--- src/hdl/llgs_pkg.sv ---
`timescale 1ns / 1ps
`default_nettype none
// ----------------------------------------------------------------------------
// llgs_pkg
// Shared types and constants for the least loaded gateway select block.
// ----------------------------------------------------------------------------
package llgs_pkg;

   localparam int TABLE_SLOTS_DEFAULT = 16;
   localparam int FULL_MARGIN         = 10;
   localparam logic [15:0] LIMIT_RESET = 16'd1000;

   typedef enum logic [1:0] {
      CMD_INSTALL = 2'd0,
      CMD_UPDATE  = 2'd1,
      CMD_DISABLE = 2'd2,
      CMD_SELECT  = 2'd3
   } cmd_type;

   typedef enum logic [1:0] {
      GW_NORMAL          = 2'd0,
      GW_MAINTAIN        = 2'd1,
      GW_NORMAL_MAINTAIN = 2'd2,
      GW_OTHER           = 2'd3
   } gw_state_type;

   typedef enum logic [2:0] {
      S_IDLE,
      S_DIS_RD,
      S_DIS_WR,
      S_SCAN,
      S_CHECK,
      S_FIN
   } fsm_type;

   typedef struct packed {
      cmd_type      command;
      logic [3:0]   slot;
      logic         entry_present;
      gw_state_type entry_state;
      logic [15:0]  entry_net_type;
      logic [15:0]  entry_port;
      logic [15:0]  entry_online;
      logic [15:0]  request_net_type;
   } req_payload_type;

   typedef struct packed {
      logic        success;
      logic [3:0]  chosen_slot;
      logic [15:0] chosen_net_type;
      logic [15:0] chosen_port;
      logic [15:0] chosen_online;
   } rsp_payload_type;

   typedef struct packed {
      gw_state_type state;
      logic [15:0]  net_type;
      logic [15:0]  port;
      logic [15:0]  online;
   } entry_type;

endpackage
`default_nettype wire

--- src/hdl/llgs_if.sv ---
`timescale 1ns / 1ps
`default_nettype none
// ----------------------------------------------------------------------------
// llgs_if
// Valid/ready channels for the request and response items.
// ----------------------------------------------------------------------------
interface llgs_req_if;
   logic                      valid;
   logic                      ready;
   llgs_pkg::req_payload_type data;

   modport source (output valid, output data, input ready);
   modport sink   (input valid, input data, output ready);
endinterface

interface llgs_rsp_if;
   logic                      valid;
   logic                      ready;
   llgs_pkg::rsp_payload_type data;

   modport source (output valid, output data, input ready);
   modport sink   (input valid, input data, output ready);
endinterface
`default_nettype wire

--- src/hdl/least_loaded_gateway_select.sv ---
`timescale 1ns / 1ps
`default_nettype none
// ----------------------------------------------------------------------------
// least_loaded_gateway_select
// Gateway table with install, update, disable-all and least-loaded select.
// ----------------------------------------------------------------------------
// Usage:
//   req_chan carries one command item, rsp_chan returns exactly one response
//   item per command, in order. csr_we/csr_wdata write the per-gateway user
//   limit; write it only while the block is idle.
//   Entry fields live in a single-port-write synchronous RAM (registered
//   read); present flags are flops cleared by reset.
//   One item is in flight at a time. Steps from accept to the next accept:
//     install / update : write the entry, then respond
//     disable all      : read-modify-write per entry, then respond
//     select           : one scan of all slots per pass, one or two passes
//   The scan rate is set by the one RAM read port, one entry per cycle.
//   Reset clears all present flags, restores the limit to 1000 and drops any
//   pending response. A stalled receiver holds the response in the output
//   register; the next item may be accepted meanwhile, and its response waits
//   until the held one is taken.
// ----------------------------------------------------------------------------
module least_loaded_gateway_select #(
   parameter int TABLE_SLOTS = llgs_pkg::TABLE_SLOTS_DEFAULT
) (
   input  wire logic        clock,
   input  wire logic        reset,
   llgs_req_if.sink         req_chan,
   llgs_rsp_if.source       rsp_chan,
   input  wire logic        csr_we,
   input  wire logic [15:0] csr_wdata
);

   localparam int IW  = (TABLE_SLOTS > 1) ? $clog2(TABLE_SLOTS) : 1;
   localparam int CW  = IW + 1;
   localparam int SXW = (IW > 4) ? IW + 1 : 5;
   localparam logic [CW-1:0] CNT_LAST = CW'(TABLE_SLOTS - 1);
   localparam logic [CW-1:0] CNT_END  = CW'(TABLE_SLOTS);

   llgs_pkg::fsm_type state_ff, state_in;

   llgs_pkg::entry_type mem [TABLE_SLOTS];
   llgs_pkg::entry_type rd_data_ff;
   llgs_pkg::entry_type mem_wdata;
   logic                mem_we;
   logic [IW-1:0]       mem_waddr;
   logic [IW-1:0]       rd_addr;

   logic [TABLE_SLOTS-1:0] present_ff;
   logic [15:0]            limit_ff;

   llgs_pkg::cmd_type cmd_ff;
   logic [15:0]       req_nt_ff;
   logic [CW-1:0]     cnt_ff;
   logic              pass2_ff;
   logic              best_vld_ff;
   logic [IW-1:0]     best_slot_ff;
   logic [15:0]       best_nt_ff;
   logic [15:0]       best_port_ff;
   logic [15:0]       best_onl_ff;
   logic              res_ok_ff;

   logic                      rsp_valid_ff;
   llgs_pkg::rsp_payload_type rsp_data_ff;

   logic             req_ready;
   logic             accept;
   logic [SXW-1:0]   slot_ext;
   logic             in_table;
   logic [IW-1:0]    slot_idx;
   logic [IW-1:0]    eidx;
   logic             cand;
   logic             take;
   logic             full;
   logic             hit;
   logic             load_rsp;

   assign req_chan.ready = req_ready;
   assign rsp_chan.valid = rsp_valid_ff;
   assign rsp_chan.data  = rsp_data_ff;

   assign accept   = req_chan.valid && req_ready;
   assign slot_ext = SXW'(req_chan.data.slot);
   assign in_table = slot_ext < SXW'(TABLE_SLOTS);
   assign slot_idx = slot_ext[IW-1:0];

   // candidate evaluation for the entry read in the previous cycle
   assign eidx = IW'(cnt_ff - CW'(1));
   assign cand = present_ff[eidx] && (rd_data_ff.state == llgs_pkg::GW_NORMAL)
                 && (pass2_ff || (rd_data_ff.net_type == req_nt_ff));
   assign take = cand && (!best_vld_ff || (best_onl_ff >= rd_data_ff.online));
   assign full = ({1'b0, best_onl_ff} + 17'(llgs_pkg::FULL_MARGIN)) >= {1'b0, limit_ff};
   assign hit  = best_vld_ff && !full;
   assign load_rsp = (state_ff == llgs_pkg::S_FIN) && (!rsp_valid_ff || rsp_chan.ready);

   // next state
   always_comb begin
      state_in = state_ff;
      case (state_ff)
         llgs_pkg::S_IDLE: begin
            if (accept) begin
               case (req_chan.data.command)
                  llgs_pkg::CMD_DISABLE: state_in = llgs_pkg::S_DIS_RD;
                  llgs_pkg::CMD_SELECT:  state_in = llgs_pkg::S_SCAN;
                  default:               state_in = llgs_pkg::S_FIN;
               endcase
            end
         end
         llgs_pkg::S_DIS_RD: state_in = llgs_pkg::S_DIS_WR;
         llgs_pkg::S_DIS_WR: begin
            state_in = (cnt_ff == CNT_LAST) ? llgs_pkg::S_FIN : llgs_pkg::S_DIS_RD;
         end
         llgs_pkg::S_SCAN: begin
            if (cnt_ff == CNT_END) begin
               state_in = llgs_pkg::S_CHECK;
            end
         end
         llgs_pkg::S_CHECK: begin
            state_in = (hit || pass2_ff) ? llgs_pkg::S_FIN : llgs_pkg::S_SCAN;
         end
         llgs_pkg::S_FIN: begin
            if (load_rsp) begin
               state_in = llgs_pkg::S_IDLE;
            end
         end
         default: state_in = llgs_pkg::S_IDLE;
      endcase
   end

   // outputs and ram controls
   always_comb begin
      req_ready = 1'b0;
      mem_we    = 1'b0;
      mem_waddr = slot_idx;
      mem_wdata = '{state:    req_chan.data.entry_state,
                    net_type: req_chan.data.entry_net_type,
                    port:     req_chan.data.entry_port,
                    online:   req_chan.data.entry_online};
      rd_addr   = cnt_ff[IW-1:0];
      case (state_ff)
         llgs_pkg::S_IDLE: begin
            req_ready = !reset;
            if (req_chan.valid && !reset && in_table) begin
               if (req_chan.data.command == llgs_pkg::CMD_INSTALL) begin
                  mem_we = req_chan.data.entry_present;
               end else if (req_chan.data.command == llgs_pkg::CMD_UPDATE) begin
                  mem_we = present_ff[slot_idx];
               end
            end
         end
         llgs_pkg::S_DIS_WR: begin
            mem_we    = present_ff[cnt_ff[IW-1:0]];
            mem_waddr = cnt_ff[IW-1:0];
            mem_wdata = '{state: (rd_data_ff.state == llgs_pkg::GW_NORMAL_MAINTAIN) ?
                                 llgs_pkg::GW_NORMAL_MAINTAIN : llgs_pkg::GW_MAINTAIN,
                          net_type: rd_data_ff.net_type,
                          port:     16'd0,
                          online:   16'd0};
         end
         default: begin
         end
      endcase
   end

   // entry ram
   always_ff @(posedge clock) begin
      if (mem_we) begin
         mem[mem_waddr] <= mem_wdata;
      end
      rd_data_ff <= mem[rd_addr];
   end

   // control state
   always_ff @(posedge clock) begin
      if (reset) begin
         state_ff     <= llgs_pkg::S_IDLE;
         present_ff   <= '0;
         limit_ff     <= llgs_pkg::LIMIT_RESET;
         rsp_valid_ff <= 1'b0;
         best_vld_ff  <= 1'b0;
      end else begin
         state_ff <= state_in;
         if (csr_we) begin
            limit_ff <= csr_wdata;
         end
         if (accept && in_table && (req_chan.data.command == llgs_pkg::CMD_INSTALL)) begin
            present_ff[slot_idx] <= req_chan.data.entry_present;
         end
         if (load_rsp) begin
            rsp_valid_ff <= 1'b1;
         end else if (rsp_chan.ready) begin
            rsp_valid_ff <= 1'b0;
         end
         if (accept || ((state_ff == llgs_pkg::S_CHECK) && !hit && !pass2_ff)) begin
            best_vld_ff <= 1'b0;
         end else if ((state_ff == llgs_pkg::S_SCAN) && (cnt_ff != '0) && take) begin
            best_vld_ff <= 1'b1;
         end
      end
   end

   // datapath
   always_ff @(posedge clock) begin
      case (state_ff)
         llgs_pkg::S_IDLE: begin
            if (accept) begin
               cmd_ff    <= req_chan.data.command;
               req_nt_ff <= req_chan.data.request_net_type;
               cnt_ff    <= '0;
               pass2_ff  <= 1'b0;
               case (req_chan.data.command)
                  llgs_pkg::CMD_UPDATE: res_ok_ff <= in_table && present_ff[slot_idx];
                  llgs_pkg::CMD_SELECT: res_ok_ff <= 1'b0;
                  default:              res_ok_ff <= 1'b1;
               endcase
            end
         end
         llgs_pkg::S_DIS_WR: cnt_ff <= cnt_ff + CW'(1);
         llgs_pkg::S_SCAN: begin
            cnt_ff <= cnt_ff + CW'(1);
            if ((cnt_ff != '0) && take) begin
               best_slot_ff <= eidx;
               best_nt_ff   <= rd_data_ff.net_type;
               best_port_ff <= rd_data_ff.port;
               best_onl_ff  <= rd_data_ff.online;
            end
         end
         llgs_pkg::S_CHECK: begin
            if (hit) begin
               res_ok_ff <= 1'b1;
            end else if (!pass2_ff) begin
               pass2_ff <= 1'b1;
               cnt_ff   <= '0;
            end else begin
               res_ok_ff <= 1'b0;
            end
         end
         llgs_pkg::S_FIN: begin
            if (load_rsp) begin
               rsp_data_ff.success <= res_ok_ff;
               if ((cmd_ff == llgs_pkg::CMD_SELECT) && res_ok_ff) begin
                  rsp_data_ff.chosen_slot     <= 4'(SXW'(best_slot_ff));
                  rsp_data_ff.chosen_net_type <= best_nt_ff;
                  rsp_data_ff.chosen_port     <= best_port_ff;
                  rsp_data_ff.chosen_online   <= best_onl_ff;
               end else begin
                  rsp_data_ff.chosen_slot     <= '0;
                  rsp_data_ff.chosen_net_type <= '0;
                  rsp_data_ff.chosen_port     <= '0;
                  rsp_data_ff.chosen_online   <= '0;
               end
            end
         end
         default: begin
         end
      endcase
   end

endmodule
`default_nettype wire

--- src/flat_wrapper.sv ---
// flat-port wrapper written by rule: the top's interface ports become plain ports
module least_loaded_gateway_select_flat 
#(
   parameter int TABLE_SLOTS = llgs_pkg::TABLE_SLOTS_DEFAULT
)
  (clock, reset, csr_we, csr_wdata, req_chan_valid, req_chan_data, req_chan_ready, rsp_chan_valid, rsp_chan_data, rsp_chan_ready);
  llgs_req_if req_chan_i ();
  llgs_rsp_if rsp_chan_i ();
  input  wire logic clock;
  input  wire logic reset;
  input  wire logic csr_we;
  input  wire logic [15:0] csr_wdata;
  input wire logic [$bits(req_chan_i.valid)-1:0] req_chan_valid;
  input wire logic [$bits(req_chan_i.data)-1:0] req_chan_data;
  output wire logic [$bits(req_chan_i.ready)-1:0] req_chan_ready;
  output wire logic [$bits(rsp_chan_i.valid)-1:0] rsp_chan_valid;
  output wire logic [$bits(rsp_chan_i.data)-1:0] rsp_chan_data;
  input wire logic [$bits(rsp_chan_i.ready)-1:0] rsp_chan_ready;
  assign req_chan_i.valid = req_chan_valid;
  assign req_chan_i.data = req_chan_data;
  assign req_chan_ready = req_chan_i.ready;
  assign rsp_chan_valid = rsp_chan_i.valid;
  assign rsp_chan_data = rsp_chan_i.data;
  assign rsp_chan_i.ready = rsp_chan_ready;
  least_loaded_gateway_select #(.TABLE_SLOTS(TABLE_SLOTS)) u_core (.clock(clock), .reset(reset), .req_chan(req_chan_i), .rsp_chan(rsp_chan_i), .csr_we(csr_we), .csr_wdata(csr_wdata));
endmodule
--- config.mk ---
export PLATFORM = sky130hd
export DESIGN_NAME = least_loaded_gateway_select_flat
export DESIGN_NICKNAME = d
export VERILOG_FILES = /design/src/hdl/llgs_pkg.sv /design/src/hdl/llgs_if.sv /design/src/hdl/least_loaded_gateway_select.sv /design/src/flat_wrapper.sv
export SDC_FILE = /design/constraint.sdc
export NUM_CORES = 1
export LEC_CHECK = 0
export ABC_AREA = 0
export ABC_CLOCK_PERIOD_IN_PS = 8080
export BUFFER_PORTS_ARGS = -buffer_cell sky130_fd_sc_hd__buf_2
export CORE_UTILIZATION = 61
export DETAILED_ROUTE_END_ITERATION = 16
export GPL_ROUTABILITY_DRIVEN = 0
export PLACE_DENSITY_LB_ADDON = 0.1
export SLEW_MARGIN = 20
export SYNTH_ARGS = -nofsm -noshare
export SYNTH_HDL_FRONTEND = slang
export SYNTH_SLANG_ARGS = --single-unit
--- constraint.sdc ---
create_clock -name clock -period 8.08 [get_ports clock]
set_clock_uncertainty 0.2 [all_clocks]
set_input_delay 1.616 -clock clock [delete_from_list [all_inputs] [get_ports clock]]
set_output_delay 1.616 -clock clock [all_outputs]
set_load 0.02 [all_outputs]
==> flow_summary_export.csv, run 1 <==
group,metric,value,unit
cts,clockBufferDepth,3,
place,portBuffers,148,
cts,root_buffer,"clkbuf_16",
synth,synthSimpleGateAreaFrac,3.460,%
global_route,grt_max_degree,150,
routing,vias_per_cell,6.164,
worst_hold_path,hold_path_end,"u_core.best_port_ff[5]",
global_route,first_global_vias,19028,
pwr,p_leak,0.01453,uW
routing,antenna_left,0,
worst_setup_path,endpoint_kind,"output port",
routing,highest_layer,"met4",
synth,syn_area,39170,um^2
timing,worst_slew_pin_slew,1.104,ns
floorplanning,row_count,92,
synth,synth_edf_count,930,
timing,setup_violations,0,
routing,wl,78250,um
pwr,peakVddDrop,0.2151,mV
cts,cts_hold_buf,0,
worst_hold_path,hold_class,"reg -> reg",
cts,ctsResizeCount,0,
job,max_cap_violations,0,
floorplanning,die_h,255.4,um
worst_setup_path,crit_family,"buffers and inverters",
routing,met1Wirelength,32970,um
finish,final_design_area_no_fill,44310,um^2
global_route,antenna_found_initial,2,
cts,clkTransAtPathRegs,0.06,ns
synth,synth_ff_type,"edfxtp_1",
timing,drv_slew,0,
global_route,gr-total-overflow,0,
synth,yosysTopAreaCellShare,71.31,%
worst_setup_path,path_class,"in -> out",
synth,ys_types,45,
finish,final_net_count,2165,
synth,netlist_instances,1848,
worst_setup_path,reg2reg_slack,3.67,ns
finish,drive_gt1_share,30.42,%
worst_setup_path,worst-path-stages,3,
synth,yosysTopAreaCell,"edfxtp_1",
timing,fmax,226.3,MHz
cts,numCtsBuffers,98,
synth,ys_async_sr_fraction,0,%
worst_setup_path,cp-start-kind,"input port",
timing,hold_violations,0,
routing,drc,0,
timing,hold_ws,0.2038,ns
floorplanning,dieWidth,255.4,um
synth,yosys.area_share.adder,1.182,%
worst_setup_path,crit_path_max_fanout,34,
cts,post_cts_buffers,0,
synth,synth_warnings,0,
cts,htree_levels,3,
worst_setup_path,worstPathRequired,6.26,ns
synth,synth_area_leaders,"edfxtp_1, mux4_2, dfxtp_1",
finish,antenna-diode-count,0,
synth,muxShareOfSynthArea,16.40,%
timing,fin_tns_setup,0,ns
synth,syn_nets,1979,
floorplanning,design.core.area,63310,um^2
place,placed_cell_area,40910,um^2
synth,synth_common_cells,"edfxtp_1, mux4_2, dfxtp_1, nor2_1, clkbuf_1",
worst_setup_path,crit_path_frequent_cell,"buf_2",
synth,yosysSeqAreaShare,75.75,%
timing,min_period_over_period,54.69,%
worst_setup_path,cp_data_arrival_time,2.60,ns
worst_setup_path,reg2reg_depth,7,
worst_setup_path,slowest_stage,"nor4_1",
cts,cts_tree,"yes",
place,dp_slack,3.347,ns
finish,syn_to_final_growth,13.13,%
pwr,power.density,312.6,nW/um^2
routing,dr_wl_met3,3919,um
routing,dr.pass1.iters,6,
timing,slew_headroom,26.37,%
synth,synth_compound_area_share,1.093,%
synth,yosysMostFrequentCell,"edfxtp_1",
worst_setup_path,crit_path_max_incr_delay,0.41,ns
global_route,grt_pass1_wl,118000,um
cts,clock_latency,0.67,ns
worst_hold_path,whs_path_depth,0,
routing,dr_wl_met2,39990,um
routing,drt_iter0_drc,1735,
timing,period_needed,4.419,ns
floorplanning,pin_count,149,
status,status,"finished, final reports clean",
worst_setup_path,cp_num_buf_inv,2,
cts,cts.sinks,1017,
floorplanning,start_util,61.86,%
worst_setup_path,r2r_end,"u_core.best_port_ff[15]",
timing,rsz0062_at_grt,"no",
worst_setup_path,crit_chain,"buf_2 -> nor4_1 -> buf_2",
synth,synth_top_family_by_area,"multiplexers",
routing,avgRoutedWirePerCell,26.38,um
global_route,grt.total_usage,24.61,%
floorplanning,dieArea,65220,um^2
synth,synthXorXnorAreaFrac,0.7380,%
routing,vias,18282,
worst_setup_path,worstReg2RegStart,"u_core.cnt_ff[0]",
synth,ys_ff_latch,1017,
timing,setup_slack,3.661,ns
synth,avgSynthCellArea,21.19,um^2
worst_hold_path,hp-start,"u_core.rd_data_ff[21]",
place,detailed_place_hpwl,40950,um
## logic make-up after synthesis
logic type | Yosys count
adders and majority gates | 37
xor gates and xnor gates | 33
muxes | 308
buffers and inverters | 133
AOI/OAI and AO/OA | 64
DFF | 1017
and+or+nand+nor | 256
## worst max-delay path by stage
stage	startpoint	end	slack (ns)
final	reset	req_chan_ready	3.66
after floorplan	reset	u_core.mem[12][0]	0.64
after detailed placement	req_chan_data[67]	u_core.mem[1][26]	3.35
after global placement	req_chan_data[67]	u_core.mem[13][23]	3.43
after CTS	reset	req_chan_ready	3.68
after global routing	u_core.cnt_ff[0]	u_core.best_port_ff[10]	3.50
## cell type report
type | count | area (um^2)
sequential | 1017 | 29670
fill | 3849 | 19000
multi-input combinational | 698 | 9066
clock buffer | 127 | 2686
tap | 846 | 1059
timing repair buffer | 175 | 988.4
clock inverter | 59 | 671.9
inverter | 44 | 167.7
## cells in the final DEF, fill, tap and decap left out, drive strengths merged, types with 10 or more instances in the layout
| cell type | count |
|---|---|
| a21oi | 18 |
| a31oi | 10 |
| and2 | 52 |
| buf | 175 |
| bufinv | 11 |
| clkbuf | 127 |
| clkinv | 35 |
| clkinvlp | 10 |
| dfxtp | 87 |
| edfxtp | 930 |
| ha | 37 |
| inv | 47 |
| mux2 | 17 |
| mux2i | 26 |
| mux4 | 265 |
| nand2 | 22 |
| nand2b | 10 |
| nor2 | 64 |
| nor2b | 36 |
| nor3 | 32 |
| o21ai | 10 |
| xnor2 | 14 |
| xor2 | 19 |
## state kept, by name (all words and copies together) (netlist names)
signal                 cells
u_core.pass2_ff            1
u_core.rsp_chan.data      53
u_core.best_vld_ff         1
u_core.req_nt_ff          16
u_core.cnt_ff              5
u_core.best_port_ff       16
u_core.best_onl_ff        16
u_core.mem               800
u_core.state_ff            3
u_core.rd_data_ff         50
u_core.limit_ff           16
u_core.res_ok_ff           1
u_core.best_nt_ff         16
u_core.best_slot_ff        4
u_core.present_ff         16
u_core.cmd_ff              2
u_core.rsp_chan.valid      1
## where the power goes
part | switching [uW] | internal [uW] | total, uW
combinational | 1440 | 1340 | 2780
sequential | 176 | 6240 | 6420
clock | 1930 | 2720 | 4660
total | 3550 | 10300 | 13800
## metrics by stage
| step | power (uW) | util (%) | cells |
|---|---|---|---|
| after CTS | 13970 | 69.92 | 2965 |
| after detailed placement | 9330 | 64.62 | 2779 |
| final | 13850 | 69.98 | 2966 |
| after global placement | 9275 | 64.62 | 2779 |
| after floorplan | 8587 | - | 1848 |
| after global routing | 14350 | 69.98 | 2966 |
## metal layers
layer,GRT usage (%),vias up
met5,0,-
met4,6.392,0
met3,3.363,94
met2,40.95,569
met1,34.94,9716
li1,-,7903
Power figures use the tool's default switching activity.
==> inputs of run 2 (changes only) <==
- ABC_AREA: 0 -> 1
- ABC_CLOCK_PERIOD_IN_PS: 8080 -> 4600
- clock period: 8.08 -> 4.6 ns (I/O delays scaled with it)
==> flow_summary_export.csv, run 2 <==
group,metric,value,unit
status,status,"finished, final reports clean",
worst_setup_path,crit_chain,"ha_1 -> nor2_1 -> nor2_1 -> nand3_1 -> nor2_1 -> nand3_1 -> o21ai_0 -> nand2_1 -> inv_1 -> ha_1 -> inv_1 -> nor3_1 -> nand4_1 -> o21ai_0 -> nor2_1 -> nand3_1 -> nand2_1 -> a211oi_1",
routing,vias,25707,
synth,ys_async_sr_fraction,0,%
synth,netlist_instances,3144,
floorplanning,die_h,258.1,um
synth,synth_warnings,0,
routing,dr_wl_met2,44960,um
timing,worst_slew_pin_slew,1.059,ns
routing,avgRoutedWirePerCell,22.57,um
floorplanning,dieWidth,258.1,um
worst_setup_path,crit_path_max_incr_delay,0.58,ns
routing,wl,94920,um
timing,period_needed,3.876,ns
synth,synth_common_cells,"edfxtp_1, nor2_1, o21ai_0, nand2_1, inv_1",
place,detailed_place_hpwl,51320,um
timing,drv_slew,0,
pwr,internal-power,17510,uW
pwr,peakVddDrop,0.5572,mV
floorplanning,start_util,61.95,%
cts,clock_latency,0.66,ns
worst_setup_path,path_class,"reg -> reg",
synth,yosysSeqAreaShare,74.15,%
synth,ys_types,43,
floorplanning,pin_count,149,
place,portBuffers,148,
synth,yosysTopAreaCellShare,69.80,%
cts,clockBufferDepth,3,
finish,final_cell_mix,"edfxtp_1, nor2_1, o21ai_0",
pwr,power.share.switching,33.48,%
global_route,grt_pass1_wl,144700,um
global_route,grt.total_usage,28.57,%
timing,setup_violations,0,
cts,post_cts_buffers,0,
timing,hold_violations,0,
synth,syn_area,40010,um^2
worst_setup_path,endpoint_kind,"flop",
timing,rsz0062_at_grt,"no",
finish,largest_reg_flops,800,
routing,drt_iter0_drc,2656,
timing,fmax,258.0,MHz
finish,final_common_cell,"edfxtp_1",
pwr,clockPowerShare,29.9,%
cts,cts.sinks,1017,
synth,yosysMostFrequentCell,"edfxtp_1",
timing,slew_headroom,29.42,%
cts,ctsResizeCount,0,
global_route,antenna_found_initial,0,
routing,highest_layer,"met4",
worst_setup_path,slowest_stage,"a211oi_1",
cts,cts_tree,"yes",
synth,yosysTopAreaCell,"edfxtp_1",
job,max_cap_violations,0,
worst_setup_path,crit_path_max_fanout,5,
global_route,grt_max_degree,203,
worst_setup_path,worstPathRequired,4.67,ns
cts,root_buffer,"clkbuf_16",
finish,syn_to_final_growth,12.45,%
pwr,combPwrFrac,26.9,%
synth,avgSynthCellArea,12.73,um^2
cts,cts_hold_buf,0,
global_route,first_global_vias,25197,
global_route,gr-total-overflow,0,
pwr,p_leak,0.01569,uW
worst_setup_path,cp_data_arrival_time,3.95,ns
worst_setup_path,crit_path_frequent_cell,"nor2_1",
synth,ys_ff_latch,1017,
worst_setup_path,crit_family,"simple AND/OR/NAND/NOR gates",
synth,synth_edf_count,930,
finish,regMostFlops,"u_core.mem",
cts,clkTransAtPathRegs,0.06,ns
cts,htree_levels,3,
routing,met1Wirelength,39730,um
finish,antenna-diode-count,0,
pwr,power.density,585.1,nW/um^2
routing,drc,0,
routing,vias_per_cell,6.113,
pwr,power.switching,8814,uW
synth,synth_ff_type,"edfxtp_1",
pwr,power.share.sequential,43.2,%
worst_hold_path,hold_class,"reg -> reg",
cts,numCtsBuffers,100,
floorplanning,design.core.area,64580,um^2
routing,dr.pass1.iters,8,
timing,min_period_over_period,84.27,%
synth,synth_area_leaders,"edfxtp_1, o21ai_0, nor2_1",
worst_setup_path,cp-start-kind,"flop",
pwr,report.power.total,26320,uW
finish,drive_gt1_share,11.58,%
timing,hold_ws,0.2019,ns
routing,antenna_left,0,
floorplanning,row_count,93,
worst_setup_path,cp_num_buf_inv,2,
synth,syn_nets,3275,
finish,final_net_count,3395,
routing,dr_wl_met3,7433,um
floorplanning,dieArea,66620,um^2
-- run 2: per-stage QoR --
step                      instances  area (um^2)  setup slack (ns)  util, %  TNS (ns)
final                          4205        44990            0.7236    69.67         0
after global routing           4205        44990            0.1950    69.67         0
after CTS                      4205        44990            0.7119    69.66         0
after detailed placement       4017        41810            0.7321    64.73         0
after global placement         4017        41810            0.7802    64.73         0
after floorplan                3144        40020          -0.09929        -    -79.43
-- run 2: cells by family after synthesis --
kind of cell	share of synthesized area [%]
compound gates	11.17
xor+xnor	0.6317
fa+ha+maj	1.157
buf+inv	3.681
flops	74.15
simple gates	9.207
-- run 2: layer usage --
layer,track usage [%],up-vias
met3,4.064,197
met2,45.50,1171
met1,40.82,12687
li1,-,11652
met4,9.977,0
met5,0,-
-- run 2: final timing paths --
check / startpoint / endpoint / slack (ns) / depth (start not counted)
max: u_core.best_onl_ff[2] / u_core.cnt_ff[3] / 0.72 / 18
min: u_core.rd_data_ff[29] / u_core.best_port_ff[13] / 0.20 / 0
max reg2reg: u_core.best_onl_ff[2] / u_core.cnt_ff[3] / 0.72 / 18
min reg2reg: u_core.rd_data_ff[29] / u_core.best_port_ff[13] / 0.20 / 0
-- run 2: final cells by class --
| cell class | instances | area (um^2) |
|---|---|---|
| clock buffer | 152 | 2882 |
| clock inverter | 36 | 301.5 |
| fill | 4447 | 19590 |
| inverter | 191 | 726.9 |
| multi-input combinational | 1754 | 9021 |
| sequential | 1017 | 29670 |
| tap | 855 | 1070 |
| timing repair buffer | 200 | 1323 |
-- run 2: power by group through the flow --
stage | Clock (uW) | Combinational (uW) | Sequential [uW]
floorplan | 0 | 4830 | 11400
global placement | 0 | 6750 | 11500
detailed placement | 0 | 7000 | 11600
CTS | 7970 | 7040 | 11400
global route | 8300 | 7770 | 11400
finish | 7880 | 7070 | 11400
